<file path="src/hw/rtl/fp16_stream_argmax_unit_macros.svh">
// ---------------------------------------------------------------------------
// fp16_stream_argmax_unit_macros
// Assertion macros shared by the argmax unit.
// ---------------------------------------------------------------------------
`ifndef FP16_STREAM_ARGMAX_UNIT_MACROS_SVH
`define FP16_STREAM_ARGMAX_UNIT_MACROS_SVH
// Implication checked on every rising clock edge outside reset.
`define FSA_ASSERT_IMP(label, clk, rst_n, pre, post, msg) \
    label: assert property (@(posedge clk) disable iff (!rst_n) (pre) |-> (post)) \
        else $error(msg);
// Next-cycle implication checked outside reset.
`define FSA_ASSERT_NEXT(label, clk, rst_n, pre, post, msg) \
    label: assert property (@(posedge clk) disable iff (!rst_n) (pre) |=> (post)) \
        else $error(msg);
`endif

</file>
<file path="src/hw/rtl/fsa_pkg.sv">
// ---------------------------------------------------------------------------
// fsa_pkg
// Shared constants and helpers of the half-precision streaming argmax.
// ---------------------------------------------------------------------------
package fsa_pkg;

    localparam int VectorLengthDefault = 1024;
    localparam int LogitWidth          = 16;
    localparam int IndexWidth          = 10;
    localparam int TdataInWidth        = 16;
    localparam int TdataOutWidth       = 16;
    localparam logic [4:0] ExpMask     = 5'h1F;

    function automatic logic half_is_nan(input logic [15:0] h);
        half_is_nan = (h[14:10] == ExpMask) && (h[9:0] != 10'd0);
    endfunction

    // Strict IEEE greater-than on raw encodings; both zeros compare equal.
    function automatic logic half_greater(input logic [15:0] a, input logic [15:0] b);
        logic signed [16:0] ka;
        logic signed [16:0] kb;
        ka = a[15] ? -$signed({2'b00, a[14:0]}) : $signed({2'b00, a[14:0]});
        kb = b[15] ? -$signed({2'b00, b[14:0]}) : $signed({2'b00, b[14:0]});
        half_greater = !half_is_nan(a) && !half_is_nan(b) && (ka > kb);
    endfunction

endpackage

</file>
<file path="src/hw/rtl/fsa_tracker.sv">
// ---------------------------------------------------------------------------
// fsa_tracker
// Holds the running best value, its position and the item counter.
// ---------------------------------------------------------------------------
`include "fp16_stream_argmax_unit_macros.svh"
module fsa_tracker #(
    parameter int VECTOR_LENGTH = fsa_pkg::VectorLengthDefault
) (
    input  logic        clk,
    input  logic        rst_n,
    input  logic        step,
    input  logic [15:0] logit,
    input  logic        last,
    output logic [fsa_pkg::IndexWidth-1:0] result_index
);

    localparam int CountWidth = $clog2(VECTOR_LENGTH);
    localparam logic [CountWidth-1:0] Limit = CountWidth'(VECTOR_LENGTH - 1);

    logic [15:0]                     best_value_reg;
    logic [fsa_pkg::IndexWidth-1:0]  best_position_reg;
    logic [CountWidth-1:0]           count_reg;
    logic                            first_reg;
    logic                            take;
    logic [fsa_pkg::IndexWidth-1:0]  pos_idx;

    // The counter never passes the limit, so it is the saturated position.
    always_comb
    begin
        if (CountWidth >= fsa_pkg::IndexWidth)
            pos_idx = fsa_pkg::IndexWidth'(count_reg);
        else
            pos_idx = fsa_pkg::IndexWidth'({{fsa_pkg::IndexWidth{1'b0}}, count_reg});
        take = first_reg || fsa_pkg::half_greater(logit, best_value_reg);
        result_index = take ? pos_idx : best_position_reg;
    end

    always_ff @(posedge clk or negedge rst_n)
    begin
        if (!rst_n)
        begin
            count_reg         <= '0;
            first_reg         <= 1'b1;
            best_value_reg    <= '0;
            best_position_reg <= '0;
        end
        else if (step)
        begin
            if (take)
            begin
                best_value_reg    <= logit;
                best_position_reg <= pos_idx;
            end
            first_reg <= last;
            if (last)
                count_reg <= '0;
            else if (count_reg != Limit)
                count_reg <= count_reg + 1'b1;
        end
    end

    `FSA_ASSERT_IMP(a_count_bound, clk, rst_n, 1'b1, count_reg <= Limit,
        "count past limit")
    `FSA_ASSERT_NEXT(a_last_clears, clk, rst_n, step && last,
        count_reg == '0 && first_reg, "no restart")
    `FSA_ASSERT_NEXT(a_first_take, clk, rst_n, step && first_reg,
        best_value_reg == $past(logit), "first lost")

endmodule

</file>
<file path="src/hw/rtl/fp16_stream_argmax_unit.sv">
// A result appears on the output register in the cycle after its last item is accepted.
// One item per cycle unless stalled; compare and update sit between input and result regs.
// An output register with its own valid lets input proceed while a result waits.
// Reset (rst_n, async, active low) clears the count, best value and output valid.
// ---------------------------------------------------------------------------
// fp16_stream_argmax_unit
// Streaming argmax over half-precision logits, index out on the last item.
// ---------------------------------------------------------------------------
`include "fp16_stream_argmax_unit_macros.svh"
module fp16_stream_argmax_unit #(
    parameter int VECTOR_LENGTH = fsa_pkg::VectorLengthDefault
) (
    input  logic        clk,
    input  logic        rst_n,
    input  logic        s_axis_tvalid,
    output logic        s_axis_tready,
    input  logic [15:0] s_axis_tdata,   // [15:0] logit
    input  logic        s_axis_tlast,
    output logic        m_axis_tvalid,
    input  logic        m_axis_tready,
    output logic [15:0] m_axis_tdata    // [9:0] best_index, rest zero
);

    logic        step;
    logic [fsa_pkg::IndexWidth-1:0] idx;
    logic        out_valid_reg;
    logic [fsa_pkg::IndexWidth-1:0] out_index_reg;

    // Stall only when a result is held and the next item would make another.
    assign s_axis_tready = !out_valid_reg || m_axis_tready || !s_axis_tlast;
    assign step = s_axis_tvalid && s_axis_tready;

    fsa_tracker #(.VECTOR_LENGTH(VECTOR_LENGTH)) u_tracker (
        .clk(clk), .rst_n(rst_n), .step(step), .logit(s_axis_tdata),
        .last(s_axis_tlast), .result_index(idx)
    );

    always_ff @(posedge clk or negedge rst_n)
    begin
        if (!rst_n)
            out_valid_reg <= 1'b0;
        else if (step && s_axis_tlast)
            out_valid_reg <= 1'b1;
        else if (m_axis_tready)
            out_valid_reg <= 1'b0;
    end

    always_ff @(posedge clk)
    begin
        if (step && s_axis_tlast)
            out_index_reg <= idx;
    end

    assign m_axis_tvalid = out_valid_reg;
    assign m_axis_tdata  = {6'd0, out_index_reg};

    `FSA_ASSERT_NEXT(a_hold, clk, rst_n,
        m_axis_tvalid && !m_axis_tready && !(step && s_axis_tlast),
        m_axis_tvalid, "result dropped")
    `FSA_ASSERT_IMP(a_no_overwrite, clk, rst_n,
        m_axis_tvalid && !m_axis_tready && s_axis_tlast,
        !s_axis_tready, "result overwritten")
    `FSA_ASSERT_NEXT(a_data_stable, clk, rst_n, m_axis_tvalid && !m_axis_tready,
        $stable(m_axis_tdata), "result changed while waiting")

endmodule

</file>
<file path="config.mk">
export PLATFORM = sky130hd
export DESIGN_NAME = fp16_stream_argmax_unit
export DESIGN_NICKNAME = d
export VERILOG_FILES = /design/src/hw/rtl/fsa_pkg.sv /design/src/hw/rtl/fsa_tracker.sv /design/src/hw/rtl/fp16_stream_argmax_unit.sv
export VERILOG_INCLUDE_DIRS = /design/src /design/src/hw/rtl
export SDC_FILE = /design/constraint.sdc
export NUM_CORES = 1
export LEC_CHECK = 0
export ABC_AREA = 1
export BUFFER_PORTS_ARGS = -buffer_cell sky130_fd_sc_hd__buf_2
export CORE_MARGIN = 2
export CORE_UTILIZATION = 45
export CTS_CLUSTER_DIAMETER = 40
export CTS_CLUSTER_SIZE = 30
export DETAILED_ROUTE_END_ITERATION = 8
export GPL_ROUTABILITY_DRIVEN = 0
export GPL_TIMING_DRIVEN = 0
export SYNTH_ARGS = -nofsm -noshare
export SYNTH_HDL_FRONTEND = slang
export SYNTH_SLANG_ARGS = --single-unit
</file>
<file path="constraint.sdc">
create_clock -name clk -period 8.3 [get_ports clk]
set_clock_uncertainty 0.15 [all_clocks]
set_input_delay 1.245 -clock clk [delete_from_list [all_inputs] [get_ports clk]]
set_output_delay 1.245 -clock clk [all_outputs]
set_load 0.005 [all_outputs]
</file>
==> impl_table.tex, run 1 <==
\begin{tabular}{lr}
\hline
Metric & Value \\
\hline
\multicolumn{2}{l}{\textbf{GRT}} \\
\quad First-pass GRT wire length & 13200 µm \\
\quad Total global routing overflow & 0 \\
\quad Global routing usage summed across all routing layers & 0.197 \\
\quad Initial antenna violation count & 0 \\
\quad Pin count of the biggest net entering global routing & 39 \\
\quad Vias in the first global route & 2830 \\
\multicolumn{2}{l}{\textbf{CTS}} \\
\quad TritonCTS Buffers & 5 \\
\quad CTS tree & built \\
\quad Number of gates given a new drive strength after cts & 0 \\
\quad Quantity of hold-fixing buffers added after cts & 0 \\
\quad Deepest level of the CTS H-tree & 2 \\
\quad Max Root-Sink Buffers & 2 \\
\quad Buffer cell driving the clock tree root & sky130\_fd\_sc\_hd\_\_clkbuf\_8 \\
\quad Post-CTS Setup Repair Bufs & 0 \\
\quad Clock Latency Late Sink & 300 ps \\
\quad Clock-pin transition on the worst setup and hold timing paths & 90 ps \\
\quad Number of clock sinks seen by CTS & 48 \\
\multicolumn{2}{l}{\textbf{Finish}} \\
\quad Synth-to-Final Area Change & 12.3\% \\
\quad Layout fillers & 723 \\
\quad Count of non-filler cells in the finished layout & 596 \\
\quad Fraction of final layout cells with drive strength greater than 1 & 0.129 \\
\quad Most common library cell in the layout ignoring fill and taps & sky130\_fd\_sc\_hd\_\_nand2\_1 \\
\quad Non-Filler Cell Area, Final & 3730 µm² \\
\quad Commonest cells after routing, fill and taps aside & sky130\_fd\_sc\_hd\_\_nand2\_1, sky130\_fd\_sc\_hd\_\_nand3\_1, sky130\_fd\_sc\_hd\_\_inv\_1 \\
\quad Number of flip-flops in the largest register & 16 \\
\quad Antenna diode count & 0 \\
\quad Net count, final & 537 \\
\multicolumn{2}{l}{\textbf{Placement}} \\
\quad Number of placed cells counting well taps & 588 \\
\quad Port-buffer cells & 32 \\
\quad Placement-stage cell area & 3630 µm² \\
\quad Post-detail-place hpwl & 5570 µm \\
\multicolumn{2}{l}{\textbf{STA}} \\
\quad Final critical delay including setup and external delays & 4230 ps \\
\quad Final worst path period share & 0.510 \\
\quad Total count of max-transition violations in the final report & 0 \\
\quad Final-report setup violation count & 0 \\
\quad F\_max & 0.236 GHz \\
\quad Transition time at the pin with the least slew margin & 865 ps \\
\quad Relative slew margins & 0.423 \\
\quad Total count of hold-check failures in the final report & 0 \\
\quad Setup repair after global routing missed its margin & false \\
\quad TNS Setup & 0 ps \\
\multicolumn{2}{l}{\textbf{Logic synthesis}} \\
\quad Most area-hungry cell type in the Yosys netlist & sky130\_fd\_sc\_hd\_\_dfrtp\_1 \\
\quad Area share of the largest cell type after synthesis & 0.279 \\
\quad Ranking of synthesized cells by area & sky130\_fd\_sc\_hd\_\_dfrtp\_1, sky130\_fd\_sc\_hd\_\_nand2\_1, sky130\_fd\_sc\_hd\_\_edfxtp\_1, sky130\_fd\_sc\_hd\_\_nand3\_1, sky130\_fd\_sc\_hd\_\_ha\_1 \\
\quad Fraction of the yosys area taken by sequential cells & 0.377 \\
\quad Cell count after synthesis & 452 \\
\quad Synth Area per Inst & 7.35 µm² \\
\quad Netlist cell types & 34 \\
\quad Warnings from Yosys & 0 \\
\quad Most frequently used flop master after synthesis & sky130\_fd\_sc\_hd\_\_dfrtp\_1 \\
\quad Share of flip-flops with an asynchronous set or reset & 0.792 \\
\quad EDFF count, synth & 10 \\
\quad Cell area after technology mapping & 3320 µm² \\
\quad Synth Register Bits & 48 \\
\multicolumn{2}{l}{\textbf{Detailed routing}} \\
\quad DRC & 0 \\
\quad Drt first-iter violations & 198 \\
\quad Routed length per placed instance & 12.2 µm \\
\quad Number of vias after detailed routing & 2892 \\
\quad Vias per cell & 4.85 \\
\quad Detailed-router iteration count before antenna repair & 5 \\
\quad DRT Wirelength & 7260 µm \\
\quad ANT nets after route & 0 \\
\multicolumn{2}{l}{\textbf{Die}} \\
\quad Site Rows & 31 \\
\quad Die footprint & 8090 µm² \\
\quad Die height & 89.9 µm \\
\quad X dimension of the die & 89.9 µm \\
\quad I/O pin count & 39 \\
\quad Initial core utilization & 0.461 \\
\quad Floorplan core area & 7210 µm² \\
\multicolumn{2}{l}{\textbf{Run}} \\
\quad Max Cap Violations & 0 \\
\multicolumn{2}{l}{\textbf{Pwr}} \\
\quad Static leakage & 1.97 nW \\
\quad Power Density & 309 nW/µm² \\
\quad Worst vdd rail ir drop & 0.000118 V \\
\multicolumn{2}{l}{\textbf{Worst setup path}} \\
\quad CP Cell Sequence & buf\_2 > inv\_1 > ha\_1 > nand3\_1 > nor3\_2 > nand3\_1 > nand2\_1 > nand2\_1 > a21oi\_1 > o21ai\_0 > ha\_1 > nand2\_1 > nor2\_1 > nand2\_1 > nor2\_1 > nand2\_1 > nand3\_1 > nand2\_1 > nand3\_2 > nand2\_4 > buf\_4 > nand2\_1 > nand2\_1 \\
\quad Crit-path most repeated cell & sky130\_fd\_sc\_hd\_\_nand2\_1 \\
\quad CP Data Arrival Time & 4130 ps \\
\quad Type of element capturing the critical path & flop \\
\quad R2R Setup Slk & 4740 ps \\
\quad Required time reported for the critical path endpoint & 8200 ps \\
\quad Top fanout value on the critical path & 10 \\
\quad Crit-path slowest cell & sky130\_fd\_sc\_hd\_\_ha\_1 \\
\quad Class of the most critical setup path & input pin to flop \\
\quad Type of element launching the critical path & input pin \\
\quad Delay of the slowest cell on the worst path & 350 ps \\
\multicolumn{2}{l}{\textbf{Status}} \\
\quad Status & finished clean \\
\multicolumn{2}{l}{\textbf{Min path}} \\
\quad Worst hold path class & flop to flop \\
\hline
\end{tabular}
-- power breakdown --
part	internal [W]	total, W	switching [W]
sequential	0.000296	0.000347	0.0000506
clock	0.0000895	0.000168	0.0000784
combinational	0.000243	0.000637	0.000394
-- cells in the mapped netlist (3+ instances only) --
cell type	n
sky130_fd_sc_hd__ha_1	20
sky130_fd_sc_hd__nor3_1	10
sky130_fd_sc_hd__edfxtp_1	10
sky130_fd_sc_hd__or2_2	3
sky130_fd_sc_hd__nor2_1	33
sky130_fd_sc_hd__nand2_1	139
sky130_fd_sc_hd__nand4_1	3
sky130_fd_sc_hd__buf_4	9
sky130_fd_sc_hd__xnor2_1	7
sky130_fd_sc_hd__dfrtp_1	37
sky130_fd_sc_hd__clkbuf_1	4
sky130_fd_sc_hd__a21oi_1	11
sky130_fd_sc_hd__nor4_1	3
sky130_fd_sc_hd__inv_1	51
sky130_fd_sc_hd__o21ai_0	17
sky130_fd_sc_hd__inv_2	3
sky130_fd_sc_hd__nand3_1	52
sky130_fd_sc_hd__xor2_1	19
-- kinds of logic (layout without fill, tap and decap cells) --
family                   Yosys count  in the layout  share of synthesized area
flip-flops                        48             48                      0.377
XOR/XNOR                          26             26                     0.0685
AND/OR/NAND/NOR                  251            251                      0.327
other                              1              6                    0.00113
buffers and inverters             73            113                     0.0975
AO/OA/AOI/OAI                     33             33                     0.0535
adder cells (fa/ha/maj)           20             20                     0.0753
-- final cells by class --
type                            instances  area (µm²)  share of cell area
Multi-Input combinational cell        336        1770               0.473
Sequential cell                        48        1250               0.335
Inverter                               55         206              0.0553
Timing Repair Buffer                   32         160              0.0429
Tap cell                               99         124              0.0332
Buffer                                 18         118              0.0315
Clock buffer                            6        72.6              0.0194
Clock inverter                          2        35.0             0.00938
-- final timing paths --
kind / start / to / cells past startpoint
setup / recovery: s_axis_tdata[0] / out_index_reg[0]$_DFFE_PP_ / 23
hold / removal: u_tracker.best_position_reg[0]$_DFFE_PN0P_ / u_tracker.best_position_reg[0]$_DFFE_PN0P_ / 2
setup reg to reg: u_tracker.best_value_reg[0]$_DFFE_PN0P_ / out_index_reg[0]$_DFFE_PP_ / 22
hold reg to reg: u_tracker.best_position_reg[0]$_DFFE_PN0P_ / u_tracker.best_position_reg[0]$_DFFE_PN0P_ / 2
max in group asynchronous: rst_n / u_tracker.count_reg[7]$_DFFE_PN0P_ / 1
min in group asynchronous: rst_n / u_tracker.best_value_reg[2]$_DFFE_PN0P_ / 1
-- layer usage --
layer | vias to the layer above | routed length [µm] | GRT usage
met5 | - | 0 | 0
li1 | 1520 | - | -
met1 | 1314 | 3850 | 0.287
met2 | 51 | 3100 | 0.314
met3 | 7 | 240 | 0.0268
met4 | 0 | 66 | 0.0462
-- worst max-delay path, delay by kind of cell --
| kind | cells | cell delay (ps) |
|---|---|---|
| adder cells (fa/ha/maj) | 2 | 520 |
| buffers and inverters | 3 | 410 |
| AND/OR/NAND/NOR | 16 | 1620 |
| AO/OA/AOI/OAI | 2 | 320 |
-- stage by stage --
| step | utilization | worst slack (ps) | hold WS (ps) | power [W] |
|---|---|---|---|---|
| floorplan | - | 4350 | 293 | 0.000840 |
| global placement | 0.503 | 3800 | 304 | 0.000977 |
| detailed placement | 0.503 | 3770 | 309 | 0.000995 |
| CTS | 0.518 | 4080 | 331 | 0.00116 |
| global route | 0.518 | 3620 | 360 | 0.00128 |
| finish | 0.518 | 4070 | 328 | 0.00115 |
Power figures use the tool's default switching activity.
==> run 2: changes to the inputs <==
- PLACE_DENSITY: default -> 0.67
- clock period: 8.3 -> 3.6 ns (I/O delays scaled with it)
==> impl_table.tex, run 2 (synthesis results as in run 1) <==
\begin{tabular}{lr}
\hline
Metric & Value \\
\hline
\multicolumn{2}{l}{\textbf{Status}} \\
\quad Status & finished clean \\
\multicolumn{2}{l}{\textbf{STA}} \\
\quad Final worst path period share & 0.961 \\
\quad Total count of hold-check failures in the final report & 0 \\
\quad Worst-case hold slack & 195 ps \\
\quad Transition time at the pin with the least slew margin & 866 ps \\
\quad Final critical delay including setup and external delays & 3460 ps \\
\quad Crit path setup slack, layout & 141 ps \\
\quad TNS Setup & 0 ps \\
\quad F\_max & 0.289 GHz \\
\quad Total count of max-transition violations in the final report & 0 \\
\quad Relative slew margins & 0.423 \\
\quad Final-report setup violation count & 0 \\
\multicolumn{2}{l}{\textbf{Detailed routing}} \\
\quad ANT nets after route & 0 \\
\quad Vias per cell & 4.94 \\
\quad Detailed-router iteration count before antenna repair & 4 \\
\quad Routed length per placed instance & 12.6 µm \\
\quad DRC & 0 \\
\quad Drt first-iter violations & 156 \\
\quad Number of vias after detailed routing & 2999 \\
\quad DRT Wirelength & 7620 µm \\
\multicolumn{2}{l}{\textbf{GRT}} \\
\quad First-pass GRT wire length & 12900 µm \\
\quad Total global routing overflow & 0 \\
\quad Pin count of the biggest net entering global routing & 39 \\
\quad Global routing usage summed across all routing layers & 0.192 \\
\quad Initial antenna violation count & 0 \\
\quad Vias in the first global route & 2828 \\
\multicolumn{2}{l}{\textbf{CTS}} \\
\quad TritonCTS Buffers & 5 \\
\quad Deepest level of the CTS H-tree & 2 \\
\quad Clock-pin transition on the worst setup and hold timing paths & 90 ps \\
\quad Buffer cell driving the clock tree root & sky130\_fd\_sc\_hd\_\_clkbuf\_8 \\
\quad Max Root-Sink Buffers & 2 \\
\quad Number of clock sinks seen by CTS & 48 \\
\quad Clock Latency Late Sink & 300 ps \\
\quad CTS tree & built \\
\multicolumn{2}{l}{\textbf{Finish}} \\
\quad Fraction of final layout cells with drive strength greater than 1 & 0.199 \\
\quad Antenna diode count & 0 \\
\quad Layout fillers & 712 \\
\quad Commonest cells after routing, fill and taps aside & sky130\_fd\_sc\_hd\_\_nand2\_1, sky130\_fd\_sc\_hd\_\_inv\_1, sky130\_fd\_sc\_hd\_\_nand3\_1 \\
\quad Most common library cell in the layout ignoring fill and taps & sky130\_fd\_sc\_hd\_\_nand2\_1 \\
\quad Net count, final & 548 \\
\quad Number of flip-flops in the largest register & 16 \\
\quad Synth-to-Final Area Change & 19.2\% \\
\quad Count of non-filler cells in the finished layout & 607 \\
\multicolumn{2}{l}{\textbf{Die}} \\
\quad X dimension of the die & 89.9 µm \\
\quad Floorplan core area & 7210 µm² \\
\quad Die height & 89.9 µm \\
\quad Initial core utilization & 0.461 \\
\quad Site Rows & 31 \\
\quad I/O pin count & 39 \\
\quad Die footprint & 8090 µm² \\
\multicolumn{2}{l}{\textbf{Pwr}} \\
\quad Static leakage & 2.03 nW \\
\quad Power Density & 762 nW/µm² \\
\quad Sum of internal, switching and leakage power & 0.00302 W \\
\quad Worst vdd rail ir drop & 0.000356 V \\
\multicolumn{2}{l}{\textbf{Worst setup path}} \\
\quad Top fanout value on the critical path & 5 \\
\quad Reg-to-reg critical path endpoint & out\_index\_reg[0]\$\_DFFE\_PP\_ \\
\quad Worst reg2reg path startpoint & u\_tracker.best\_value\_reg[1]\$\_DFFE\_PN0P\_ \\
\quad Class of the most critical setup path & flop to flop \\
\quad Required time reported for the critical path endpoint & 3510 ps \\
\quad R2R Setup Slk & 140 ps \\
\quad Type of element launching the critical path & flop \\
\quad Type of element capturing the critical path & flop \\
\quad CP Data Arrival Time & 3370 ps \\
\quad Worst reg-to-reg path cell count & 20 \\
\multicolumn{2}{l}{\textbf{Placement}} \\
\quad Setup Slack @ Placement & -220 ps \\
\quad Post-detail-place hpwl & 5440 µm \\
\quad Number of placed cells counting well taps & 588 \\
\quad Port-buffer cells & 32 \\
\multicolumn{2}{l}{\textbf{Run}} \\
\quad Max Cap Violations & 0 \\
\multicolumn{2}{l}{\textbf{Min path}} \\
\quad Worst hold path class & input pin to asynchronous set/reset pin \\
\hline
\end{tabular}
run 2: changes by cell type in the layout (fill, tap and decap cells not counted), moves of 3 or more:
| cell | before | now |
|---|---|---|
| sky130_fd_sc_hd__nand2_2 | 0 | 9 |
| sky130_fd_sc_hd__buf_4 | 9 | 17 |
| sky130_fd_sc_hd__nand2_1 | 139 | 131 |
| sky130_fd_sc_hd__nand3_1 | 52 | 48 |
| sky130_fd_sc_hd__a21oi_1 | 11 | 8 |
| sky130_fd_sc_hd__a21oi_2 | 1 | 4 |
| sky130_fd_sc_hd__inv_1 | 51 | 48 |
| sky130_fd_sc_hd__inv_2 | 3 | 6 |
| sky130_fd_sc_hd__nand3_2 | 1 | 4 |
| sky130_fd_sc_hd__nor3_1 | 10 | 7 |
run 2: worst max-delay path, cell delays in order (launching register included):
cell	delay, ps
sky130_fd_sc_hd__dfrtp_1	390
sky130_fd_sc_hd__inv_1	120
sky130_fd_sc_hd__ha_4	150
sky130_fd_sc_hd__nand2_2	80
sky130_fd_sc_hd__nor3_4	230
sky130_fd_sc_hd__nand3_2	130
sky130_fd_sc_hd__nand2_2	100
sky130_fd_sc_hd__o21a_1	180
sky130_fd_sc_hd__o21ai_2	90
sky130_fd_sc_hd__xor2_1	160
sky130_fd_sc_hd__ha_1	310
sky130_fd_sc_hd__nand2_2	90
sky130_fd_sc_hd__nor3_2	170
sky130_fd_sc_hd__nand3_1	70
sky130_fd_sc_hd__o21ai_0	190
sky130_fd_sc_hd__nand2_2	100
sky130_fd_sc_hd__nand3_4	120
sky130_fd_sc_hd__nand2_8	100
sky130_fd_sc_hd__clkbuf_16	180
sky130_fd_sc_hd__nand2_1	50
sky130_fd_sc_hd__nand2_1	60
run 2: how the worst max path moves through the flow:
| stage | start | endpoint | slack (ps) |
|---|---|---|---|
| floorplan | s_axis_tdata[0] | out_index_reg[4]$_DFFE_PP_ | 360 |
| global placement | s_axis_tdata[0] | out_index_reg[0]$_DFFE_PP_ | -170 |
| detailed placement | s_axis_tdata[0] | out_index_reg[0]$_DFFE_PP_ | -220 |
| CTS | u_tracker.best_value_reg[0]$_DFFE_PN0P_ | out_index_reg[0]$_DFFE_PP_ | 90 |
| global route | u_tracker.best_value_reg[0]$_DFFE_PN0P_ | out_index_reg[8]$_DFFE_PP_ | -130 |
| finish | u_tracker.best_value_reg[1]$_DFFE_PN0P_ | out_index_reg[0]$_DFFE_PP_ | 140 |
run 2: per-stage QoR:
stage                     utilization  area, µm²
after floorplan                     -       3340
after global placement          0.503       3630
after detailed placement        0.503       3630
after CTS                       0.514       3710
after global routing            0.549       3960
final                           0.549       3960
run 2: routing by layer:
| metal | vias up | GRT usage | routed length (µm) |
|---|---|---|---|
| met1 | 1387 | 0.274 | 3740 |
| li1 | 1540 | - | - |
| met5 | - | 0 | 0 |
| met4 | 0 | 0.0564 | 83 |
| met2 | 63 | 0.306 | 3490 |
| met3 | 9 | 0.0277 | 305 |
run 2: area by class of cell:
cell class / count / area, µm² / share of cell area
Inverter: 55 / 206 / 0.0521
Tap cell: 99 / 124 / 0.0313
Multi-Input combinational cell: 337 / 1910 / 0.482
Clock inverter: 2 / 11.3 / 0.00284
Clock buffer: 6 / 72.6 / 0.0183
Buffer: 18 / 131 / 0.0332
Timing Repair Buffer: 42 / 253 / 0.0638
Sequential cell: 48 / 1250 / 0.316
run 2: report_power, final:
part	switching, W	leakage [nW]	total (W)	internal, W
logic	0.00110	1.40	0.00190	0.000805
registers	0.000125	0.591	0.000808	0.000683
clock network	0.000177	0.0388	0.000311	0.000135
total	0.00140	2.03	0.00302	0.00162
run 2: repair_timing:
item | 4_1_cts | 5_1_grt
endpoints found under the setup margin | 0 | 36
hold buffers | 0 | 0
setup buffers | 0 | 9
resized for setup | 0 | 41
